<file path="src/hw/rtl/kns_pkg.sv">
// shared constants and ranking function for the k-nearest selector
`default_nettype none
package kns_pkg;

    localparam int DIST_W     = 32;
    localparam int TIE_W      = 31;
    localparam int WT_W       = 16;
    localparam int WSUM_W     = 30;
    localparam int TARGET_W   = 24;
    localparam int KCNT_W     = 6;
    localparam int MODE_W     = 2;
    localparam int CFG_IDX_W  = 3;
    localparam int CFG_DATA_W = 24;

    localparam int DEF_CAPACITY   = 32;
    localparam int DEF_INDEX_BITS = 20;

    // register indexes of the configuration port
    localparam logic [CFG_IDX_W-1:0] REG_MODE    = 3'd0;
    localparam logic [CFG_IDX_W-1:0] REG_K       = 3'd1;
    localparam logic [CFG_IDX_W-1:0] REG_TARGET  = 3'd2;
    localparam logic [CFG_IDX_W-1:0] REG_INCLUDE = 3'd3;
    localparam logic [CFG_IDX_W-1:0] REG_NEEDCLS = 3'd4;

    // selection modes
    localparam logic [MODE_W-1:0] MODE_ALL    = 2'd0;
    localparam logic [MODE_W-1:0] MODE_KBEST  = 2'd1;
    localparam logic [MODE_W-1:0] MODE_WEIGHT = 2'd2;

    // request types
    localparam logic REQ_OFFER  = 1'b0;
    localparam logic REQ_FINISH = 1'b1;

    // a ranks before b; with or_equal set a full tie also counts
    function automatic logic ranks_before(
        input logic [DIST_W-1:0] dist_a,
        input logic [TIE_W-1:0]  tie_a,
        input logic [DIST_W-1:0] dist_b,
        input logic [TIE_W-1:0]  tie_b,
        input logic              or_equal
    );
        logic res;
        if (dist_a != dist_b)
        begin
            res = dist_a < dist_b;
        end
        else
        begin
            res = or_equal ? (tie_a <= tie_b) : (tie_a < tie_b);
        end
        return res;
    endfunction

endpackage
`default_nettype wire

</file>
<file path="src/hw/rtl/kns_ram.sv">
// generic single-port-write, registered-read ram
`default_nettype none
module kns_ram #(
    parameter int WIDTH = 8,
    parameter int DEPTH = 16
) (
    input  wire logic                     clk,
    input  wire logic                     we,
    input  wire logic [$clog2(DEPTH)-1:0] waddr,
    input  wire logic [WIDTH-1:0]         wdata,
    input  wire logic [$clog2(DEPTH)-1:0] raddr,
    output logic      [WIDTH-1:0]         rdata
);

    logic [WIDTH-1:0] mem [DEPTH];

    // write port
    always_ff @(posedge clk)
    begin
        if (we)
        begin
            mem[waddr] <= wdata;
        end
    end

    // registered read port
    always_ff @(posedge clk)
    begin
        rdata <= mem[raddr];
    end

endmodule
`default_nettype wire

</file>
<file path="src/hw/rtl/k_nearest_selector.sv">
// top level of the k-nearest selector: sorted entry ram and its sequencer
//
// Usage: pulse start with the request fields while busy is low. req_type 0
// offers a candidate, req_type 1 finishes and reads the kept set out.
// Registers are written through cfg_we / cfg_index / cfg_data; the user
// must write them only while idle; the block itself does not enforce it.
// The kept set lives sorted (best first) in one ram of CAPACITY+1 words.
// An offer shifts worse entries up one place at a time, each move a ram
// read and then a compare and write back; a full set first has its worst
// entry fetched and compared, and weighted mode ends with a weight check.
// A dropped candidate leaves the block idle. A finish streams one result
// word per cycle on strobe, best first, the first word passing through the
// readout state, the registered ram read and the output register; an empty
// set gives a single word with out_valid low. The set is cleared after the
// run, the busy flag drops with the last word. Results cannot be held off.
// Reset empties the set, clears the overflow flag and loads default
// register values; the ram contents need no clearing.
`default_nettype none
module k_nearest_selector #(
    parameter int CAPACITY   = kns_pkg::DEF_CAPACITY,
    parameter int INDEX_BITS = kns_pkg::DEF_INDEX_BITS
) (
    input  wire logic                              clk,
    input  wire logic                              rst_n,
    // configuration
    input  wire logic                              cfg_we,
    input  wire logic [kns_pkg::CFG_IDX_W-1:0]     cfg_index,
    input  wire logic [kns_pkg::CFG_DATA_W-1:0]    cfg_data,
    // request
    input  wire logic                              start,
    output logic                                   busy,
    input  wire logic                              req_type,
    input  wire logic [INDEX_BITS-1:0]             cand_index,
    input  wire logic [kns_pkg::DIST_W-1:0]        cand_distance,
    input  wire logic [kns_pkg::TIE_W-1:0]         tie_key,
    input  wire logic [kns_pkg::WT_W-1:0]          cand_weight,
    input  wire logic                              class_missing,
    // result
    output logic                                   strobe,
    output logic [INDEX_BITS-1:0]                  out_index,
    output logic [kns_pkg::DIST_W-1:0]             out_distance,
    output logic                                   out_valid,
    output logic                                   last,
    output logic                                   overflowed
);
    import kns_pkg::*;

    localparam int DEPTH = CAPACITY + 1;
    localparam int AW    = $clog2(DEPTH);
    localparam int CW    = $clog2(CAPACITY + 2);
    localparam int EW    = INDEX_BITS + DIST_W + TIE_W + WT_W;
    localparam logic [CW-1:0] CAP_C = CW'(CAPACITY);

    typedef enum logic [6:0] {
        ST_IDLE  = 7'b0000001,
        ST_WCHK  = 7'b0000010,
        ST_INS   = 7'b0000100,
        ST_CMP   = 7'b0001000,
        ST_POST  = 7'b0010000,
        ST_RDOUT = 7'b0100000,
        ST_DRAIN = 7'b1000000
    } state_t;

    state_t state_reg, state_next;

    // configuration registers
    logic [MODE_W-1:0]   mode_reg;
    logic [KCNT_W-1:0]   k_reg;
    logic [TARGET_W-1:0] target_reg;
    logic                include_reg;
    logic                needcls_reg;

    always_ff @(posedge clk or negedge rst_n)
    begin
        if (!rst_n)
        begin
            mode_reg    <= MODE_KBEST;
            k_reg       <= KCNT_W'(1);
            target_reg  <= TARGET_W'(256);
            include_reg <= 1'b1;
            needcls_reg <= 1'b0;
        end
        else if (cfg_we)
        begin
            unique case (cfg_index)
                REG_MODE:    mode_reg    <= cfg_data[MODE_W-1:0];
                REG_K:       k_reg       <= cfg_data[KCNT_W-1:0];
                REG_TARGET:  target_reg  <= cfg_data[TARGET_W-1:0];
                REG_INCLUDE: include_reg <= cfg_data[0];
                REG_NEEDCLS: needcls_reg <= cfg_data[0];
                default:     ;
            endcase
        end
    end

    // set state
    logic [CW-1:0]     count_reg, count_next;
    logic [WSUM_W-1:0] sum_reg, sum_next;
    logic              ovf_reg, ovf_next;
    logic [AW-1:0]     pos_reg, pos_next;
    logic [WT_W-1:0]   worst_reg, worst_next;
    logic              first_reg, first_next;
    logic              pend_reg, pend_next;
    logic              lpend_reg, lpend_next;

    // candidate word
    logic [INDEX_BITS-1:0] c_idx_reg;
    logic [DIST_W-1:0]     c_dist_reg;
    logic [TIE_W-1:0]      c_tie_reg;
    logic [WT_W-1:0]       c_wt_reg;

    // ram ports
    logic          ram_we;
    logic [AW-1:0] ram_waddr, ram_raddr;
    logic [EW-1:0] ram_wdata, ram_rdata, cand_word;

    kns_ram #(
        .WIDTH (EW),
        .DEPTH (DEPTH)
    ) u_store (
        .clk   (clk),
        .we    (ram_we),
        .waddr (ram_waddr),
        .wdata (ram_wdata),
        .raddr (ram_raddr),
        .rdata (ram_rdata)
    );

    // fields of the word read back
    logic [INDEX_BITS-1:0] r_idx;
    logic [DIST_W-1:0]     r_dist;
    logic [TIE_W-1:0]      r_tie;
    logic [WT_W-1:0]       r_wt;
    assign {r_idx, r_dist, r_tie, r_wt} = ram_rdata;
    assign cand_word = {c_idx_reg, c_dist_reg, c_tie_reg, c_wt_reg};

    // effective k for count mode
    logic [CW:0] k_eff;
    always_comb
    begin
        priority if (k_reg == '0)
        begin
            k_eff = (CW+1)'(1);
        end
        else if ((CW+1+KCNT_W)'(k_reg) > (CW+1+KCNT_W)'(CAPACITY))
        begin
            k_eff = (CW+1)'(CAPACITY);
        end
        else
        begin
            k_eff = (CW+1)'(k_reg);
        end
    end

    logic accept, drop_cand, is_weight, cand_first;
    logic [WSUM_W-1:0] sum_less;
    logic [CW-1:0]     count_m1;
    assign accept    = start && !busy;
    assign drop_cand = (needcls_reg && class_missing)
                       || (!include_reg && cand_distance == '0);
    assign is_weight = (mode_reg == MODE_WEIGHT);
    assign count_m1  = count_reg - CW'(1);
    assign sum_less  = sum_reg - WSUM_W'(worst_reg);
    assign cand_first = ranks_before(c_dist_reg, c_tie_reg, r_dist, r_tie, 1'b0);

    // sequencer
    always_comb
    begin
        state_next = state_reg;
        count_next = count_reg;
        sum_next   = sum_reg;
        ovf_next   = ovf_reg;
        pos_next   = pos_reg;
        worst_next = worst_reg;
        first_next = first_reg;
        pend_next  = 1'b0;
        lpend_next = 1'b0;
        ram_we     = 1'b0;
        ram_waddr  = pos_reg;
        ram_wdata  = cand_word;
        ram_raddr  = count_m1[AW-1:0];
        unique case (state_reg)
            ST_IDLE:
            begin
                ram_raddr = count_m1[AW-1:0];
                if (accept)
                begin
                    first_next = 1'b1;
                    pos_next   = count_reg[AW-1:0];
                    if (req_type == REQ_FINISH)
                    begin
                        if (count_reg == '0)
                        begin
                            count_next = '0;
                            sum_next   = '0;
                            ovf_next   = 1'b0;
                        end
                        else
                        begin
                            pos_next   = '0;
                            state_next = ST_RDOUT;
                        end
                    end
                    else if (!drop_cand)
                    begin
                        priority if (mode_reg == MODE_ALL)
                        begin
                            if (count_reg < CAP_C)
                            begin
                                state_next = ST_INS;
                            end
                            else
                            begin
                                ovf_next   = 1'b1;
                                state_next = ST_WCHK;
                            end
                        end
                        else if (is_weight)
                        begin
                            state_next = ST_INS;
                        end
                        else if ((CW+1)'(count_reg) < k_eff)
                        begin
                            state_next = ST_INS;
                        end
                        else
                        begin
                            state_next = ST_WCHK;
                        end
                    end
                end
            end
            ST_WCHK:
            begin
                if (ranks_before(c_dist_reg, c_tie_reg, r_dist, r_tie,
                                 mode_reg != MODE_ALL))
                begin
                    count_next = count_m1;
                    sum_next   = sum_reg - WSUM_W'(r_wt);
                    pos_next   = count_m1[AW-1:0];
                    state_next = ST_INS;
                end
                else
                begin
                    state_next = ST_IDLE;
                end
            end
            ST_INS:
            begin
                ram_raddr = pos_reg - AW'(1);
                if (pos_reg == '0)
                begin
                    ram_we     = 1'b1;
                    ram_waddr  = '0;
                    ram_wdata  = cand_word;
                    worst_next = first_reg ? c_wt_reg : worst_reg;
                    count_next = count_reg + CW'(1);
                    sum_next   = sum_reg + WSUM_W'(c_wt_reg);
                    state_next = is_weight ? ST_POST : ST_IDLE;
                end
                else
                begin
                    state_next = ST_CMP;
                end
            end
            ST_CMP:
            begin
                ram_we     = 1'b1;
                first_next = 1'b0;
                if (cand_first)
                begin
                    // move the stored word one place up
                    ram_wdata  = ram_rdata;
                    worst_next = first_reg ? r_wt : worst_reg;
                    pos_next   = pos_reg - AW'(1);
                    state_next = ST_INS;
                end
                else
                begin
                    ram_wdata  = cand_word;
                    worst_next = first_reg ? c_wt_reg : worst_reg;
                    count_next = count_reg + CW'(1);
                    sum_next   = sum_reg + WSUM_W'(c_wt_reg);
                    state_next = is_weight ? ST_POST : ST_IDLE;
                end
            end
            ST_POST:
            begin
                // weighted mode trim of the worst entry
                priority if (sum_less >= WSUM_W'(target_reg))
                begin
                    count_next = count_m1;
                    sum_next   = sum_less;
                end
                else if (count_reg > CAP_C)
                begin
                    count_next = count_m1;
                    sum_next   = sum_less;
                    ovf_next   = 1'b1;
                end
                else
                begin
                    count_next = count_reg;
                end
                state_next = ST_IDLE;
            end
            ST_RDOUT:
            begin
                ram_raddr  = pos_reg;
                pend_next  = 1'b1;
                lpend_next = (CW'(pos_reg) == count_m1);
                pos_next   = pos_reg + AW'(1);
                if (CW'(pos_reg) == count_m1)
                begin
                    state_next = ST_DRAIN;
                end
            end
            ST_DRAIN:
            begin
                count_next = '0;
                sum_next   = '0;
                ovf_next   = 1'b0;
                state_next = ST_IDLE;
            end
            default:
            begin
                state_next = ST_IDLE;
            end
        endcase
    end

    // control registers
    always_ff @(posedge clk or negedge rst_n)
    begin
        if (!rst_n)
        begin
            state_reg <= ST_IDLE;
            count_reg <= '0;
            sum_reg   <= '0;
            ovf_reg   <= 1'b0;
            pos_reg   <= '0;
            first_reg <= 1'b0;
            pend_reg  <= 1'b0;
            lpend_reg <= 1'b0;
        end
        else
        begin
            state_reg <= state_next;
            count_reg <= count_next;
            sum_reg   <= sum_next;
            ovf_reg   <= ovf_next;
            pos_reg   <= pos_next;
            first_reg <= first_next;
            pend_reg  <= pend_next;
            lpend_reg <= lpend_next;
        end
    end

    // candidate capture and worst weight
    always_ff @(posedge clk)
    begin
        worst_reg <= worst_next;
        if (accept)
        begin
            c_idx_reg  <= cand_index;
            c_dist_reg <= cand_distance;
            c_tie_reg  <= tie_key;
            c_wt_reg   <= cand_weight;
        end
    end

    // result word
    logic                  strobe_reg;
    logic                  last_reg;
    logic                  valid_reg;
    logic                  ovfo_reg;
    logic [INDEX_BITS-1:0] idx_o_reg;
    logic [DIST_W-1:0]     dist_o_reg;
    logic                  empty_fin;
    assign empty_fin = accept && req_type == REQ_FINISH && count_reg == '0;

    always_ff @(posedge clk or negedge rst_n)
    begin
        if (!rst_n)
        begin
            strobe_reg <= 1'b0;
        end
        else
        begin
            strobe_reg <= pend_reg || empty_fin;
        end
    end

    always_ff @(posedge clk)
    begin
        if (pend_reg)
        begin
            idx_o_reg  <= r_idx;
            dist_o_reg <= r_dist;
            valid_reg  <= 1'b1;
            last_reg   <= lpend_reg;
            ovfo_reg   <= ovf_reg;
        end
        else if (empty_fin)
        begin
            idx_o_reg  <= '0;
            dist_o_reg <= '0;
            valid_reg  <= 1'b0;
            last_reg   <= 1'b1;
            ovfo_reg   <= ovf_reg;
        end
    end

    assign busy         = (state_reg != ST_IDLE);
    assign strobe       = strobe_reg;
    assign out_index    = idx_o_reg;
    assign out_distance = dist_o_reg;
    assign out_valid    = valid_reg;
    assign last         = last_reg;
    assign overflowed   = ovfo_reg;

endmodule
`default_nettype wire

</file>
<file path="config.mk">
export PLATFORM = sky130hd
export DESIGN_NAME = k_nearest_selector
export DESIGN_NICKNAME = d
export VERILOG_FILES = /design/src/hw/rtl/kns_pkg.sv /design/src/hw/rtl/kns_ram.sv /design/src/hw/rtl/k_nearest_selector.sv
export SDC_FILE = /design/constraint.sdc
export NUM_CORES = 2
export LEC_CHECK = 0
export BUFFER_PORTS_ARGS = -buffer_cell sky130_fd_sc_hd__buf_4
export CORE_MARGIN = 3
export CORE_UTILIZATION = 40
export DETAILED_ROUTE_END_ITERATION = 16
export GPL_TIMING_DRIVEN = 0
export PLACE_DENSITY = 0.62
export SYNTH_ARGS = -nofsm -noshare
export SYNTH_HDL_FRONTEND = slang
export SYNTH_SLANG_ARGS = --single-unit
export TNS_END_PERCENT = 20
</file>
<file path="constraint.sdc">
create_clock -name clk -period 6.9 [get_ports clk]
set_input_delay 1.035 -clock clk [delete_from_list [all_inputs] [get_ports clk]]
set_output_delay 1.035 -clock clk [all_outputs]
set_load 0.02 [all_outputs]
</file>
After elaboration in Yosys (flattened, before gate mapping)
Memories as Yosys holds them, arrays and structs flattened. A register that Yosys moved wholly into a read port is not among the register bits.
Cells that the tools add are included.

storage, ports and cells
  flip-flop bits (word level) = 258
  memories = 1
  RAM bits = 3267
  output and inout port bits = 57
  input bits = 132

memory list
  name         depth  width  read ports  clocked after memory_dff  wr ports  RTL line       text
  u_store.mem  33     99     1           1                         1         kns_ram.sv:15  logic [WIDTH-1:0] mem [DEPTH];

operators by class
  muxes and demuxes = 78
  magnitude comparators = 8
  reduce and logical (&&, ||, !) cells = 33
  add/sub/neg operators = 7
  equal/unequal tests = 32

operator list
  kind                  count
  $mux W30              8
  $mux W99              2
  $pmux W30 S6          1
  $mux W6               16
  $mux W16              4
  $mux W32              2
  $sub A30 B16 Y30      2
  $mux W7               6
  $mux W20              2
  $pmux W6 S6           1
  $pmux W7 S5           1
  $logic_not A32 Y1     1
  $lt A32 B32 Y1        1
  $ne A32 B32 Y1        1
  $pmux W16 S2          1
  $le A31 B31 Y1        1
  $lt A31 B31 Y1        1
  $add A30 B16 Y30      1
  $ge A30 B24 Y1        1
  $pmux W6 S4           1
  $mux W1               22
  $ne A3 B3 Y1 const B  7
  $ne A2 B2 Y1 const B  10
  $logic_not A6 Y1      3
  other kinds (36)      62

Logic depth before layout (Yosys ltp)
  word-level depth = 11
  depth in mapped cells = 23
  mapped depth without buffers = 21

By module
A second synthesis with hierarchy kept.

second synthesis, totals
  cell total of the unflattened synthesis = 7623
  area, all modules = 144209.6 um^2

modules (own cells, without submodules)
  module              area each (um^2)  instances  cells each
  kns_ram             127199.5          1          5916
  k_nearest_selector  17010.1           1          1707

Worst setup path after synthesis
Ideal clock, no wire load.

  path type = register -> register
  start point = register pos_reg[0]
  end point = memory u_store.mem[5][0] in the netlist's numbering (enable)
  path slack = 0.329 ns
  arrival time = 6.013 ns
  period minus slack after synthesis = 6.571 ns
  stages on the path, launching flop included = 10
  cells stage by stage = dfrtp_1 -> clkbuf_1 -> inv_1 -> ha_1 -> nand2b_1 -> nor2_1 -> nand2_1 -> nor3_1 -> o21ai_1 -> nor2_1

on the way
  cells in the longest elaborated chain, start to end = 5
  elaborated cells on any way between the ends = 7

ends and longest elaborated chain
  what                           RTL line                   text
  start, declared                k_nearest_selector.sv:100  logic [AW-1:0] pos_reg, pos_next;
  start signal, assigned         k_nearest_selector.sv:352  pos_reg <= pos_next;
  $logic_not A6 Y1               k_nearest_selector.sv:251  if (pos_reg == '0)
  $mux W1                        k_nearest_selector.sv:251
  $pmux W1 S2                    k_nearest_selector.sv:182  unique case (state_reg)
  $mux W1                        kns_ram.sv:20              if (we)
  $mux W1 (not written as such)  kns_ram.sv:22              mem[waddr] <= wdata;
  end, declared                  kns_ram.sv:15

Parallel ways exist; a longest one is shown, timed or not.

Worst setup path in the final report
  start point = register state_reg[4]
  end point = register sum_reg[28]

on the way
  cells in the longest elaborated chain, start to end = 5
  elaborated cells on any way between the ends = 19

ends and longest elaborated chain
  what                                RTL line                   text
  start, declared                     k_nearest_selector.sv:64   state_t state_reg, state_next;
  start signal, assigned              k_nearest_selector.sv:348  state_reg <= state_next;
  $ne A7 B1 Y1                        k_nearest_selector.sv:414  assign busy = (state_reg != ST_IDLE);
  $logic_not A1 Y1                    k_nearest_selector.sv:158  assign accept = start && !busy;
  $logic_and A1 B1 Y1                 k_nearest_selector.sv:158
  $ne A2 B2 Y1 (no source line)       n/a
  $reduce_and A8 Y1 (no source line)  n/a
  end signal, assigned                k_nearest_selector.sv:350  sum_reg <= sum_next;
  end, declared                       k_nearest_selector.sv:98   logic [WSUM_W-1:0] sum_reg, sum_next;

Parallel ways exist; a longest one is shown, timed or not.
A chain may end at the register's enable or synchronous reset.

==> impl_metrics.yaml <==
clock_tree:
  root_buffer: "clkbuf_16"
  clock-sinks: 3624
  clockBufferDepth: 4
  clock_latency_ns: 0.93
  h-tree-depth: 5
  cts_tree: "yes"
  cts.clk_slew.worst_paths_ns: 0.06
  cts_buffers: 366
critical_path:
  arrival_ns: 7.67
  max_stage_delay_ns: 0.77
  reg2reg_depth: 18
  crit_chain: "or3_4 -> nor3_1 -> nand3b_1 -> nand2_1 -> clkbuf_1 -> o21ai_0 -> ha_1 -> inv_1 -> fa_1 -> nor2b_1 -> o211ai_1 -> a31oi_1 -> o211ai_1 -> a21oi_1 -> o41ai_1 -> mux2i_1 -> o2111a_1 -> o32ai_1"
  worst-path-stages: 18
  slowest_stage: "clkbuf_1"
  cp.required_ns: 7.66
  crit_type: "flip-flop to flip-flop"
  cp-start-kind: "flip-flop"
  path_buf_inv: 2
  crit_top_cell: "o211ai_1"
  crit_fanout: 10
  path_delay_family: "compound AO/OA/AOI/OAI gates"
  worst_setup_path_end_kind: "flip-flop"
  rrSetupSlack_ns: -0.005
synthesis:
  ys_seq_area_share_pct: 72.8
  synth.cell_area_sq_um: 147000
  ys_ff_latch: 3624
  synth.avg_cell_area_sq_um: 13.1
  ys_top_cells_by_area: "edfxtp_1 70%, nand2_1 8.8%, a311oi_1 3.5%"
  synth_top_cell_by_area: "edfxtp_1"
  synthFlopType: "edfxtp_1"
  synth_fp_nets: 11561
  synth_edf_count: 3436
  yosysWarningCount: 0
  ys_types: 95
  synth_top_cell_area_share_pct: 70.0
  synthCells: 11284
  synthArstFlopShare_pct: 2.43
finish:
  area_growth_pct: 16.4
  largest_reg_flops: 3267
  final_nets: 12330
  drive_gt1_share_pct: 11.2
  largest-register: "u_store.mem"
  largestRegisters: "u_store.mem: 3267 flops, u_store.rdata: 99 flops"
  utilization_pct: 46.8
timing:
  layout_min_cycle_time_ns: 6.91
  slew_headroom_pct: -13.3
  finalHoldViolCount: 0
  setup_viol: 1
  tightest_slew_ns: 1.70
  drv_slew: 34
  fin_ws_ns: -0.00533
  clock.fmax_mhz: 145
  skew_ns: 0.0770
  tns_ns: -0.00533
  fin_crit_sh_pct: 100
grt:
  grt_pass1_vias: 94031
  grt_max_degree: 89
  grt.overflow.total: 0
  grt_pass1_wl_microns: 688000
  antenna_found_initial: 54
  grt_usage_pct: 25.4
die:
  core_area_sq_um: 366000
  rows: 222
  die_h_microns: 613
  start_util_pct: 40.3
  die-area_sq_um: 376000
  io_pins: 189
  dieWidth_microns: 613
power_and_ir_drop:
  peakVddDrop_v: 0.000457
  power_frac_clock_pct: 24.2
  total_leakage_power_nw: 60.6
  netSwitchingPower_mw: 34.7
  pwr-share-seq_pct: 33.4
  p_per_area_nw_per_um2: 474
  netSwitchingFraction_pct: 42.6
  p_comb_share_pct: 42.5
  p_int_mw: 46.6
drt:
  wl_microns: 491000
  vias: 100471
  drt_iter0_markers: 14621
  wl_per_cell_microns: 28.5
  final_antenna_net_count: 0
  dr.pass1.iters: 9
  route.detailed.drc: 0
  vias_per_cell: 5.84
job:
  cap_violations: 3
run_status:
  violations: "capacitance limit, slew limit, setup timing"
  status: "finished with violations"
placed_design:
  port_buffers: 187
  gp_congestion: 0.931
  hpwl_microns: 347000
min_path:
  hp-class: "primary input to async pin"
[path summary, 6_finish.rpt]
check / endpoint / start
hold / removal: target_reg[2]$_DFFE_PN0P_ / rst_n
hold reg to reg: overflowed$_DFFE_PP_ / ovf_reg$_DFFE_PN0P_
min in group clk: target_reg[13]$_DFFE_PN0P_ / cfg_data[13]
setup / recovery: sum_reg[28]$_DFFE_PN0P_ / state_reg[4]$_DFFE_PN0P_
setup reg to reg: sum_reg[28]$_DFFE_PN0P_ / state_reg[4]$_DFFE_PN0P_
max in group asynchronous: strobe$_DFF_PN0_ / rst_n
[cells in the final DEF, fill, tap and decap left out, types with 26 or more instances in the layout]
cell       netlist  layout
nand2_1       3451    3442
buf_16           0      33
a311oi_1       586     586
buf_1           36      36
o21ai_2          0      48
xor2_1          32      32
buf_2          248     249
clkbuf_16        0     377
nor2_4           1      33
dfrtp_1         83      83
nor4_1          35      31
clkinv_2         0      59
a21oi_1        189     189
nor2_1         111      78
nand4_1         26      26
ha_1           143     143
dfxtp_1        100     100
inv_1          140     140
edfxtp_1      3436    3436
buf_12           0     126
a311o_1        184     184
nand3_1        440     440
buf_4           28     217
xnor2_1         34      34
clkinv_1         0      56
buf_8            0      47
diode_2          0      55
and3_1         606     605
bufinv_16        0      26
o21ai_0        196     133
and2_1          62      61
nor3_1         225     224
o32ai_1         98      98
clkbuf_1       441     520
[layout make-up]
cell class	count	area (sq um)
Buffer	757	3300
Inverter	141	529
Antenna cell	55	138
Tap cell	4816	6030
Sequential cell	3624	107000
Multi-Input combinational cell	6762	37000
Fill cell	31728	195000
Timing Repair Buffer	401	5620
Clock buffer	489	10100
Clock inverter	172	1560
[routing by layer]
layer / vias to the layer above / track usage, % / share of wire (%)
met2: 5792 / 38.9 / 45
met5: - / 0 / 0.032
met4: 24 / 13.3 / 6.0
met1: 50003 / 34.1 / 38
met3: 985 / 5.37 / 11
li1: 43667 / - / -
[cell families (layout without fill, tap and decap cells)]
logic type	after synthesis	after routing	share of synthesized area [%]
xor+xnor	66	66	0.392
flops	3624	3624	72.8
fa+ha+maj	145	145	1.24
buf+inv	898	1960	2.59
simple gates	5051	5051	14.9
mux	45	45	0.323
other cells	0	55	0
compound gates	1455	1455	7.72
[synthesized netlist by cell type, types with 24 or more instances]
| master | instances |
|---|---|
| a21oi_1 | 189 |
| a311o_1 | 184 |
| a311oi_1 | 586 |
| a31oi_1 | 24 |
| and2_1 | 62 |
| and3_1 | 606 |
| buf_1 | 36 |
| buf_2 | 248 |
| buf_4 | 28 |
| clkbuf_1 | 441 |
| dfrtp_1 | 83 |
| dfxtp_1 | 100 |
| edfxtp_1 | 3436 |
| ha_1 | 143 |
| inv_1 | 140 |
| mux2i_1 | 24 |
| nand2_1 | 3451 |
| nand3_1 | 440 |
| nand4_1 | 26 |
| nor2_1 | 111 |
| nor3_1 | 225 |
| nor4_1 | 35 |
| o21ai_0 | 196 |
| o32ai_1 | 98 |
| xnor2_1 | 34 |
| xor2_1 | 32 |
[stage by stage]
step / hold WS, ns / setup slack [ns] / power (mW) / instances / instance area [sq um]
finish: 0.0647 / -0.00533 / 81.3 / 17217 / 172000
global route: 0.0827 / -0.0103 / 84.1 / 17183 / 172000
CTS: 0.269 / 0.197 / 80.7 / 17159 / 171000
detailed placement: 0.456 / -0.00142 / 61.2 / 16498 / 160000
global placement: 0.439 / -9.95 / 60.4 / 16287 / 155000
floorplan: 0.426 / 0.329 / 45.7 / 11284 / 147000
[power groups by stage]
stage,Combinational [mW],Sequential (mW),Clock (mW)
floorplan,18.3,27.4,0
global placement,32.5,27.9,0
detailed placement,33.6,27.6,0
CTS,33.8,27.2,19.7
global route,36.3,27.2,20.6
finish,34.5,27.1,19.6
[timing repair]
item	4_1_cts	5_1_grt
setup endpoints to repair	33	250
endpoints found under the hold margin	0	0
resized for setup	1	9
setup buffers	0	0
hold buffers	0	0
No activity file was read; power rests on OpenSTA's default activity.
